==> config.mk <==
export PLATFORM = sky130hd
export DESIGN_NAME = printer_byte_filter_tab_expander_core_flat
export DESIGN_NICKNAME = d
export VERILOG_FILES = /design/src/hdl/pbftx_pkg.sv /design/src/hdl/pbftx_in_if.sv /design/src/hdl/pbftx_out_if.sv /design/src/hdl/pbftx_front.sv /design/src/hdl/pbftx_queue.sv /design/src/hdl/pbftx_back.sv /design/src/hdl/printer_byte_filter_tab_expander_core.sv /design/src/flat_wrapper.sv
export SDC_FILE = /design/constraint.sdc
export NUM_CORES = 1
export LEC_CHECK = 0
export ABC_AREA = 0
export ABC_CLOCK_PERIOD_IN_PS = 6150
export BUFFER_PORTS_ARGS = -buffer_cell sky130_fd_sc_hd__buf_2
export CAP_MARGIN = 15
export CELL_PAD_IN_SITES_DETAIL_PLACEMENT = 1
export CELL_PAD_IN_SITES_GLOBAL_PLACEMENT = 2
export CORE_MARGIN = 5
export CORE_UTILIZATION = 39
export CTS_CLUSTER_SIZE = 12
export DETAILED_ROUTE_END_ITERATION = 12
export PLACE_DENSITY = 0.72
export SLEW_MARGIN = 20
export SYNTH_ARGS = -nofsm -noshare
export SYNTH_HDL_FRONTEND = slang
export SYNTH_SLANG_ARGS = --single-unit
==> constraint.sdc <==
create_clock -name clk -period 6.15 [get_ports clk]
set_input_delay 0.9225 -clock clk [delete_from_list [all_inputs] [get_ports clk]]
set_output_delay 0.9225 -clock clk [all_outputs]
set_load 0.01 [all_outputs]
==> src/hdl/pbftx_pkg.sv <==
// Package for the printer byte filter with tab expansion.
// Holds the character codes, register indexes and the command type passed
// from the front to the back. No dependencies.
`default_nettype none

package pbftx_pkg;

    // Character codes
    localparam logic [7:0] BYTE_TAB   = 8'h09;
    localparam logic [7:0] BYTE_LF    = 8'h0a;
    localparam logic [7:0] BYTE_CR    = 8'h0d;
    localparam logic [7:0] BYTE_SPACE = 8'h20;
    localparam logic [7:0] PRINT_LO   = 8'd32;
    localparam logic [7:0] PRINT_HI   = 8'd127;

    // Configuration register indexes
    localparam int unsigned CFG_INDEX_W = 1;
    localparam int unsigned CFG_DATA_W  = 16;
    localparam logic [CFG_INDEX_W-1:0] REG_PRINT_ENABLE = 1'd0;
    localparam logic [CFG_INDEX_W-1:0] REG_IDLE_LIMIT   = 1'd1;

    localparam logic [15:0] IDLE_LIMIT_RESET = 16'd200;

    // Repeat count holds results minus one; a tab stop of up to 16 fits
    localparam int unsigned COUNT_W = 4;

    // Command queue
    localparam int unsigned QUEUE_DEPTH = 4;
    localparam int unsigned QUEUE_PTR_W = 2;

    // One classified transaction ready for the back end
    typedef struct packed {
        logic [7:0]         out_byte;
        logic               byte_valid;
        logic               refused;
        logic               closed;
        logic [COUNT_W-1:0] count;
    } cmd_t;

endpackage

`default_nettype wire

==> src/hdl/pbftx_in_if.sv <==
// Input channel of the printer byte filter: valid/ready plus item fields.
// No dependencies.
`default_nettype none

interface pbftx_in_if;
    logic       valid;
    logic       ready;
    logic       action;
    logic [7:0] data_byte;

    modport source (output valid, output action, output data_byte, input ready);
    modport sink   (input valid, input action, input data_byte, output ready);
endinterface

`default_nettype wire

==> src/hdl/pbftx_out_if.sv <==
// Output channel of the printer byte filter: valid/ready plus result fields.
// No dependencies.
`default_nettype none

interface pbftx_out_if;
    logic       valid;
    logic       ready;
    logic [7:0] out_byte;
    logic       byte_valid;
    logic       refused;
    logic       closed;
    logic       last;

    modport source (output valid, output out_byte, output byte_valid, output refused,
                    output closed, output last, input ready);
    modport sink   (input valid, input out_byte, input byte_valid, input refused,
                    input closed, input last, output ready);
endinterface

`default_nettype wire

==> src/hdl/pbftx_front.sv <==
// Front end: configuration registers, connection/column/idle state and
// classification of each input transaction into a command. Uses pbftx_pkg.
`default_nettype none

module pbftx_front #(
    parameter int unsigned TAB_WIDTH = 8
) (
    input  wire logic                              clk,
    input  wire logic                              rst_n,
    input  wire logic                              cfg_we,
    input  wire logic [pbftx_pkg::CFG_INDEX_W-1:0] cfg_index,
    input  wire logic [pbftx_pkg::CFG_DATA_W-1:0]  cfg_data,
    input  wire logic                              in_valid,
    output logic                                   in_ready,
    input  wire logic                              in_action,
    input  wire logic [7:0]                        in_data_byte,
    output logic                                   cmd_valid,
    input  wire logic                              cmd_ready,
    output pbftx_pkg::cmd_t                        cmd
);

    localparam int unsigned COL_W = (TAB_WIDTH > 1) ? $clog2(TAB_WIDTH) : 1;
    localparam logic [COL_W-1:0] COL_MAX = COL_W'(TAB_WIDTH - 1);
    localparam logic [pbftx_pkg::COUNT_W-1:0] CNT_MAX =
        pbftx_pkg::COUNT_W'(TAB_WIDTH - 1);

    logic        print_enable_reg;
    logic [15:0] idle_limit_reg;
    logic        connected_reg, connected_next;
    logic [COL_W-1:0] column_reg, column_next;
    logic        pending_reg, pending_next;
    logic [15:0] idle_reg, idle_next;

    logic             accept;
    logic [COL_W-1:0] col_eff;
    logic [COL_W-1:0] col_inc;
    logic             pending_eff;
    logic [15:0]      idle_inc;
    logic             printable;

    assign in_ready  = cmd_ready;
    assign cmd_valid = in_valid;
    assign accept    = in_valid && cmd_ready;

    // Configuration writes
    always_ff @(posedge clk or negedge rst_n)
    begin
        if (!rst_n)
        begin
            print_enable_reg <= 1'b0;
            idle_limit_reg   <= pbftx_pkg::IDLE_LIMIT_RESET;
        end
        else if (cfg_we)
        begin
            case (cfg_index)
                pbftx_pkg::REG_PRINT_ENABLE: print_enable_reg <= cfg_data[0];
                pbftx_pkg::REG_IDLE_LIMIT:   idle_limit_reg   <= cfg_data[15:0];
                default: ;
            endcase
        end
    end

    // Classification and next state
    always_comb
    begin
        col_eff     = connected_reg ? column_reg : '0;
        pending_eff = connected_reg ? pending_reg : 1'b0;
        col_inc     = (col_eff == COL_MAX) ? '0 : col_eff + 1'b1;
        idle_inc    = idle_reg + 16'd1;
        printable   = (in_data_byte >= pbftx_pkg::PRINT_LO) &&
                      (in_data_byte < pbftx_pkg::PRINT_HI);

        connected_next = connected_reg;
        column_next    = column_reg;
        pending_next   = pending_reg;
        idle_next      = idle_reg;

        cmd            = '0;

        if (in_action)
        begin
            // idle check tick
            if (pending_reg)
            begin
                pending_next = 1'b0;
                idle_next    = '0;
            end
            else if (idle_inc >= idle_limit_reg)
            begin
                connected_next = 1'b0;
                pending_next   = 1'b0;
                idle_next      = '0;
                cmd.closed     = 1'b1;
            end
            else
            begin
                idle_next = idle_inc;
            end
        end
        else if (!print_enable_reg)
        begin
            cmd.refused = 1'b1;
        end
        else
        begin
            // a byte while disconnected opens the connection first
            connected_next = 1'b1;
            column_next    = col_eff;
            pending_next   = pending_eff;
            if (in_data_byte == pbftx_pkg::BYTE_TAB)
            begin
                cmd.out_byte   = pbftx_pkg::BYTE_SPACE;
                cmd.byte_valid = 1'b1;
                cmd.count      = CNT_MAX - pbftx_pkg::COUNT_W'(col_eff);
                column_next    = '0;
                pending_next   = 1'b1;
            end
            else if (in_data_byte == pbftx_pkg::BYTE_CR)
            begin
                cmd.out_byte   = in_data_byte;
                cmd.byte_valid = 1'b1;
                column_next    = '0;
                pending_next   = 1'b1;
            end
            else if (in_data_byte == pbftx_pkg::BYTE_LF)
            begin
                cmd.out_byte   = in_data_byte;
                cmd.byte_valid = 1'b1;
                pending_next   = 1'b1;
            end
            else if (printable)
            begin
                cmd.out_byte   = in_data_byte;
                cmd.byte_valid = 1'b1;
                column_next    = col_inc;
                pending_next   = 1'b1;
            end
        end
    end

    // State update on each accepted transaction
    always_ff @(posedge clk or negedge rst_n)
    begin
        if (!rst_n)
        begin
            connected_reg <= 1'b0;
            column_reg    <= '0;
            pending_reg   <= 1'b0;
            idle_reg      <= '0;
        end
        else if (accept)
        begin
            connected_reg <= connected_next;
            column_reg    <= column_next;
            pending_reg   <= pending_next;
            idle_reg      <= idle_next;
        end
    end

endmodule

`default_nettype wire

==> src/hdl/pbftx_queue.sv <==
// Short command queue between front and back ends.
// Uses pbftx_pkg for the command type and depth.
`default_nettype none

module pbftx_queue (
    input  wire logic             clk,
    input  wire logic             rst_n,
    input  wire logic             wr_valid,
    output logic                  wr_ready,
    input  wire pbftx_pkg::cmd_t  wr_data,
    output logic                  rd_valid,
    input  wire logic             rd_ready,
    output pbftx_pkg::cmd_t       rd_data
);

    localparam int unsigned PTR_W = pbftx_pkg::QUEUE_PTR_W;

    pbftx_pkg::cmd_t  mem_reg [pbftx_pkg::QUEUE_DEPTH];
    logic [PTR_W-1:0] wr_ptr_reg, rd_ptr_reg;
    logic [PTR_W:0]   fill_reg, fill_next;
    logic             push, pop;

    assign wr_ready = (fill_reg != (PTR_W+1)'(pbftx_pkg::QUEUE_DEPTH));
    assign rd_valid = (fill_reg != '0);
    assign rd_data  = mem_reg[rd_ptr_reg];
    assign push     = wr_valid && wr_ready;
    assign pop      = rd_valid && rd_ready;

    always_comb
    begin
        fill_next = fill_reg;
        if (push && !pop)
            fill_next = fill_reg + 1'b1;
        else if (pop && !push)
            fill_next = fill_reg - 1'b1;
    end

    // Storage
    always_ff @(posedge clk)
    begin
        if (push)
            mem_reg[wr_ptr_reg] <= wr_data;
    end

    // Pointers and fill level
    always_ff @(posedge clk or negedge rst_n)
    begin
        if (!rst_n)
        begin
            wr_ptr_reg <= '0;
            rd_ptr_reg <= '0;
            fill_reg   <= '0;
        end
        else
        begin
            if (push)
                wr_ptr_reg <= wr_ptr_reg + 1'b1;
            if (pop)
                rd_ptr_reg <= rd_ptr_reg + 1'b1;
            fill_reg <= fill_next;
        end
    end

endmodule

`default_nettype wire

==> src/hdl/pbftx_back.sv <==
// Back end: expands each command into its results, one per cycle while the
// output is not stalled, through an output register. Uses pbftx_pkg and pbftx_out_if.
`default_nettype none

module pbftx_back (
    input  wire logic            clk,
    input  wire logic            rst_n,
    input  wire logic            cmd_valid,
    output logic                 cmd_ready,
    input  wire pbftx_pkg::cmd_t cmd,
    pbftx_out_if.source          out_ch
);

    pbftx_pkg::cmd_t                cur_reg;
    logic                           cur_valid_reg;
    logic [pbftx_pkg::COUNT_W-1:0]  rem_reg;

    logic       out_valid_reg;
    logic [7:0] out_byte_reg;
    logic       byte_valid_reg, refused_reg, closed_reg, last_reg;

    logic out_free, emit, rem_zero, take;

    assign out_free  = !out_valid_reg || out_ch.ready;
    assign emit      = cur_valid_reg && out_free;
    assign rem_zero  = (rem_reg == '0);
    assign cmd_ready = !cur_valid_reg || (emit && rem_zero);
    assign take      = cmd_valid && cmd_ready;

    // Current command and repeat counter
    always_ff @(posedge clk or negedge rst_n)
    begin
        if (!rst_n)
        begin
            cur_valid_reg <= 1'b0;
            rem_reg       <= '0;
        end
        else if (take)
        begin
            cur_valid_reg <= 1'b1;
            rem_reg       <= cmd.count;
        end
        else if (emit)
        begin
            if (rem_zero)
                cur_valid_reg <= 1'b0;
            else
                rem_reg <= rem_reg - 1'b1;
        end
    end

    always_ff @(posedge clk)
    begin
        if (take)
            cur_reg <= cmd;
    end

    // Output register
    always_ff @(posedge clk or negedge rst_n)
    begin
        if (!rst_n)
            out_valid_reg <= 1'b0;
        else if (out_free)
            out_valid_reg <= cur_valid_reg;
    end

    always_ff @(posedge clk)
    begin
        if (emit)
        begin
            out_byte_reg   <= cur_reg.out_byte;
            byte_valid_reg <= cur_reg.byte_valid;
            refused_reg    <= cur_reg.refused;
            closed_reg     <= cur_reg.closed;
            last_reg       <= rem_zero;
        end
    end

    assign out_ch.valid      = out_valid_reg;
    assign out_ch.out_byte   = out_byte_reg;
    assign out_ch.byte_valid = byte_valid_reg;
    assign out_ch.refused    = refused_reg;
    assign out_ch.closed     = closed_reg;
    assign out_ch.last       = last_reg;

endmodule

`default_nettype wire

==> src/hdl/printer_byte_filter_tab_expander_core.sv <==
// Printer byte filter with tab expansion. The front end takes one input
// transaction per cycle while its four-entry command queue has room, updating
// the connection, column and idle state at once; the back end turns each
// command into results at one per cycle, while the output is not stalled,
// through an output register. A tab gives TAB_WIDTH minus the current column
// results, any other transaction gives one, so an item yields 1 to TAB_WIDTH
// results and that number sets the sustained rate. Configuration is written by
// index: 0 is print_enable, 1 is idle_limit (reset 200).
// Depends on pbftx_pkg, pbftx_in_if, pbftx_out_if, pbftx_front,
// pbftx_queue and pbftx_back.
`default_nettype none

module printer_byte_filter_tab_expander_core #(
    parameter int unsigned TAB_WIDTH = 8
) (
    input  wire logic                              clk,
    input  wire logic                              rst_n,
    input  wire logic                              cfg_we,
    input  wire logic [pbftx_pkg::CFG_INDEX_W-1:0] cfg_index,
    input  wire logic [pbftx_pkg::CFG_DATA_W-1:0]  cfg_data,
    pbftx_in_if.sink                               in_ch,
    pbftx_out_if.source                            out_ch
);

    logic            f_valid, f_ready;
    pbftx_pkg::cmd_t f_cmd;
    logic            q_valid, q_ready;
    pbftx_pkg::cmd_t q_cmd;

    // Front end: classification and state
    pbftx_front #(
        .TAB_WIDTH (TAB_WIDTH)
    ) u_front (
        .clk          (clk),
        .rst_n        (rst_n),
        .cfg_we       (cfg_we),
        .cfg_index    (cfg_index),
        .cfg_data     (cfg_data),
        .in_valid     (in_ch.valid),
        .in_ready     (in_ch.ready),
        .in_action    (in_ch.action),
        .in_data_byte (in_ch.data_byte),
        .cmd_valid    (f_valid),
        .cmd_ready    (f_ready),
        .cmd          (f_cmd)
    );

    // Command queue
    pbftx_queue u_queue (
        .clk      (clk),
        .rst_n    (rst_n),
        .wr_valid (f_valid),
        .wr_ready (f_ready),
        .wr_data  (f_cmd),
        .rd_valid (q_valid),
        .rd_ready (q_ready),
        .rd_data  (q_cmd)
    );

    // Back end: result expansion
    pbftx_back u_back (
        .clk       (clk),
        .rst_n     (rst_n),
        .cmd_valid (q_valid),
        .cmd_ready (q_ready),
        .cmd       (q_cmd),
        .out_ch    (out_ch)
    );

endmodule

`default_nettype wire

==> src/flat_wrapper.sv <==
// flat-port wrapper written by rule: the top's interface ports become plain ports
module printer_byte_filter_tab_expander_core_flat 
#(
    parameter int unsigned TAB_WIDTH = 8
)
  (clk, rst_n, cfg_we, cfg_index, cfg_data, in_ch_valid, in_ch_action, in_ch_data_byte, in_ch_ready, out_ch_valid, out_ch_out_byte, out_ch_byte_valid, out_ch_refused, out_ch_closed, out_ch_last, out_ch_ready);
  pbftx_in_if in_ch_i ();
  pbftx_out_if out_ch_i ();
  input  wire logic clk;
  input  wire logic rst_n;
  input  wire logic cfg_we;
  input  wire logic [pbftx_pkg::CFG_INDEX_W-1:0] cfg_index;
  input  wire logic [pbftx_pkg::CFG_DATA_W-1:0] cfg_data;
  input wire logic [$bits(in_ch_i.valid)-1:0] in_ch_valid;
  input wire logic [$bits(in_ch_i.action)-1:0] in_ch_action;
  input wire logic [$bits(in_ch_i.data_byte)-1:0] in_ch_data_byte;
  output wire logic [$bits(in_ch_i.ready)-1:0] in_ch_ready;
  output wire logic [$bits(out_ch_i.valid)-1:0] out_ch_valid;
  output wire logic [$bits(out_ch_i.out_byte)-1:0] out_ch_out_byte;
  output wire logic [$bits(out_ch_i.byte_valid)-1:0] out_ch_byte_valid;
  output wire logic [$bits(out_ch_i.refused)-1:0] out_ch_refused;
  output wire logic [$bits(out_ch_i.closed)-1:0] out_ch_closed;
  output wire logic [$bits(out_ch_i.last)-1:0] out_ch_last;
  input wire logic [$bits(out_ch_i.ready)-1:0] out_ch_ready;
  assign in_ch_i.valid = in_ch_valid;
  assign in_ch_i.action = in_ch_action;
  assign in_ch_i.data_byte = in_ch_data_byte;
  assign in_ch_ready = in_ch_i.ready;
  assign out_ch_valid = out_ch_i.valid;
  assign out_ch_out_byte = out_ch_i.out_byte;
  assign out_ch_byte_valid = out_ch_i.byte_valid;
  assign out_ch_refused = out_ch_i.refused;
  assign out_ch_closed = out_ch_i.closed;
  assign out_ch_last = out_ch_i.last;
  assign out_ch_i.ready = out_ch_ready;
  printer_byte_filter_tab_expander_core #(.TAB_WIDTH(TAB_WIDTH)) u_core (.clk(clk), .rst_n(rst_n), .cfg_we(cfg_we), .cfg_index(cfg_index), .cfg_data(cfg_data), .in_ch(in_ch_i), .out_ch(out_ch_i));
endmodule
==> flow_summary.toml <==
[min_path]
worstHoldPathCells = 0
min_from = "u_core.u_back.cur_reg[10]"
hold_class = "reg2reg"
whs_endpoint = "u_core.u_back.out_ch.out_byte[3]"

[sta]
tightestPinTransition_ns = 1.014
tns_ns = 0
rsz0062_at_grt = "false"
skew_ns = 0.009506
fmax_mhz = 228.8
max-slew-margin-rel_pct = 32.27
post-route-period-util_pct = 71.08
finalSetupViolations = 0
fin_crit_ns = 4.371
final_max_slew_viol_count = 0
finalHoldViolCount = 0

[critical_path]
cp-end-kind = "flip-flop"
max_stage_delay_ns = 0.75
worstPathCellList = "ha_1 -> nand3_2 -> or4_1 -> or2_4 -> xnor2_1 -> ha_1 -> nand4_1 -> nor3_1 -> nand3b_1 -> a311oi_1 -> a22oi_1"
critPathArrivalTime_ns = 4.63
worst-path-buf-inv = 0
criticalPathCategory = "reg2reg"
cp_slowest_cell = "a311oi_1"
rr_worst_depth = 11
path_delay_family = "simple AND/OR/NAND/NOR gates"
rr_endpoint = "u_core.u_front.connected_reg"
r2r_slack_ns = 1.78
cp-start-kind = "flip-flop"
worst-path-max-fanout = 14
worstPathRequired_ns = 6.41
cp_common_cell = "ha_1"
startpoint = "u_core.u_front.idle_reg[0]"
rr_startpoint = "u_core.u_front.idle_reg[0]"

[power_and_ir_drop]
swShare_pct = 27.98
power_frac_seq_pct = 45.6
p_per_area_nw_per_um2 = 391.8
ir_worst_vdd_mv = 0.2307
comb_power_share_pct = 19.0
p_clk_share_pct = 35.4
power_switching_uw = 763.4
p_leak_nw = 2.748
power_mw = 2.729
p_int_mw = 1.965

[cts]
postCtsSetupBuffers = 0
cts_tree = "yes"
cts_num_sinks = 130
insertion_delay_ns = 0.41
cts_made_buffers = 17
clock_tree.buffer_depth = 2
cts-root-buf = "clkbuf_16"
ctsHoldBuffers = 0
cts_resized = 0
h-tree-depth = 4
clk_pin_slew_ns = 0.06

[synth]
ys.warnings.count = 0
ys_ff_latch = 130
yosysMostFrequentCell = "edfxtp_1"
ys_top_cells_by_count = "79 x edfxtp_1, 48 x dfrtp_1, 40 x nand2_1"
synth-edff-count = 79
synthTopCellsByArea = "edfxtp_1 40%, dfrtp_1 20%, mux4_2 5.3%"
syn-cell-area_um2 = 5982
synth_seq_area_share_pct = 61.05
syn_inst = 450
yosys.area.top_type_share_pct = 39.66
yosysTopAreaCell = "edfxtp_1"
yosysUniqueCellTypes = 58
postSynthAreaPerCell_um2 = 13.29
ys.flop_type = "edfxtp_1"
synthArstFlopShare_pct = 39.23

[detailed_routing]
antenna_left = 0
drtPass1Iterations = 4
highest_layer = "met4"
wire_per_inst_um = 17.66
met2_length_um = 5658
route.detailed.drc = 0
wl_met1_um = 6155
vias_per_cell = 5.208
met3_length_um = 459
drt_iter0_drc = 203
totalWireLength_um = 12420
vias = 3661

[cells_and_area]
num_antenna_cells = 0
layout.cells.non_filler = 703
fillerInstances = 1551
fin_nets = 558
layout-drive-gt1-share_pct = 23.11
utilization_pct = 45.98
layout-area-overhead-vs-synth_pct = 16.42
largest_reg_flops = 56

[global_routing]
antenna_found_initial = 0
grt_pass1_wl_um = 20500
grt_pass1_vias = 4021
grt_max_degree = 52
grt_use_total_pct = 14.65
grt_overflow = 0

[floorplan]
die_h_um = 133.9
ios = 45
die-area_um2 = 17920
core_um2 = 15150
die_x_um = 133.9
start_util_pct = 39.50
rows = 45

[run_status]
status = "finished, final reports clean"

[flow_run]
drv_cap = 0

[placed_design]
gp_congestion = 0.7507
port_buffers = 44
dp_hpwl_um = 8669
dp.cells = 671
cell usage in the layout, fill, tap and decap left out, types with 4 or more instances in the layout:
cell type and n:
nand4_1 18, a21oi_1 14, dfrtp_1 48, edfxtp_1 79, o211ai_1 8, inv_1 32
xnor2_1 14, o21ai_0 11, a22o_1 6, nand3_1 8, mux2_2 18, clkinv_4 4
xor2_1 6, nor2b_1 5, nor2_1 20, and3_1 8, ha_1 24, conb_1 4
clkbuf_16 17, nand2_1 40, buf_2 44, nor3_1 5, and2_1 6, or2_2 4
mux4_2 14
power by group through the flow:
stage / clock network (mW) / registers [mW] / logic [mW]
2_1_floorplan: 0 / 1.20 / 0.415
3_3_place_gp: 0 / 1.25 / 0.504
3_5_place_dp: 0 / 1.26 / 0.525
4_1_cts: 0.986 / 1.25 / 0.531
5_1_grt: 1.03 / 1.27 / 0.584
6_report: 0.967 / 1.24 / 0.519
layout make-up:
cell class / count / area (um^2) / share of cell area (%)
Sequential cell: 130 / 3652 / 52.44
Multi-Input combinational cell: 276 / 2160 / 31.01
Clock buffer: 19 / 432.9 / 6.216
Tap cell: 188 / 235.2 / 3.378
Timing Repair Buffer: 45 / 227.7 / 3.270
Clock inverter: 13 / 136.4 / 1.958
Inverter: 32 / 120.1 / 1.725
routing by layer:
layer,track usage [%],vias to the layer above
li1,-,1775
met2,22.74,54
met4,4.686,0
met1,20.16,1818
met5,0,-
met3,3.938,14
through the flow:
stage / setup slack (ns) / area (um^2) / hold WS (ns)
finish: 1.779 / 6964 / 0.4174
global route: 1.434 / 6964 / 0.4271
CTS: 1.674 / 6955 / 0.4196
detailed placement: 1.695 / 6386 / 0.4057
global placement: 1.921 / 6386 / 0.4052
floorplan: 2.889 / 5993 / 0.4003
worst max path at each step:
stage,slack [ns],depth (start not counted),end
floorplan,2.89,12,u_core.u_front.connected_reg
finish,1.78,11,u_core.u_front.connected_reg
CTS,1.67,11,u_core.u_front.idle_reg[14]
global route,1.43,11,u_core.u_front.connected_reg
global placement,1.92,11,u_core.u_front.idle_reg[14]
detailed placement,1.69,11,u_core.u_front.idle_reg[12]
cell families (layout without fill, tap and decap cells):
group	count (synthesis)	in the layout	share of synthesized area, %
and+or+nand+nor	135	135	11.88
DFF	130	130	61.05
AOI/OAI and AO/OA	59	59	6.714
buffers and inverters	47	109	3.179
muxes	33	33	8.826
adders and majority gates	25	25	5.355
xor gates and xnor gates	20	20	2.928
other	1	4	0.06269
Power figures use the tool's default switching activity.
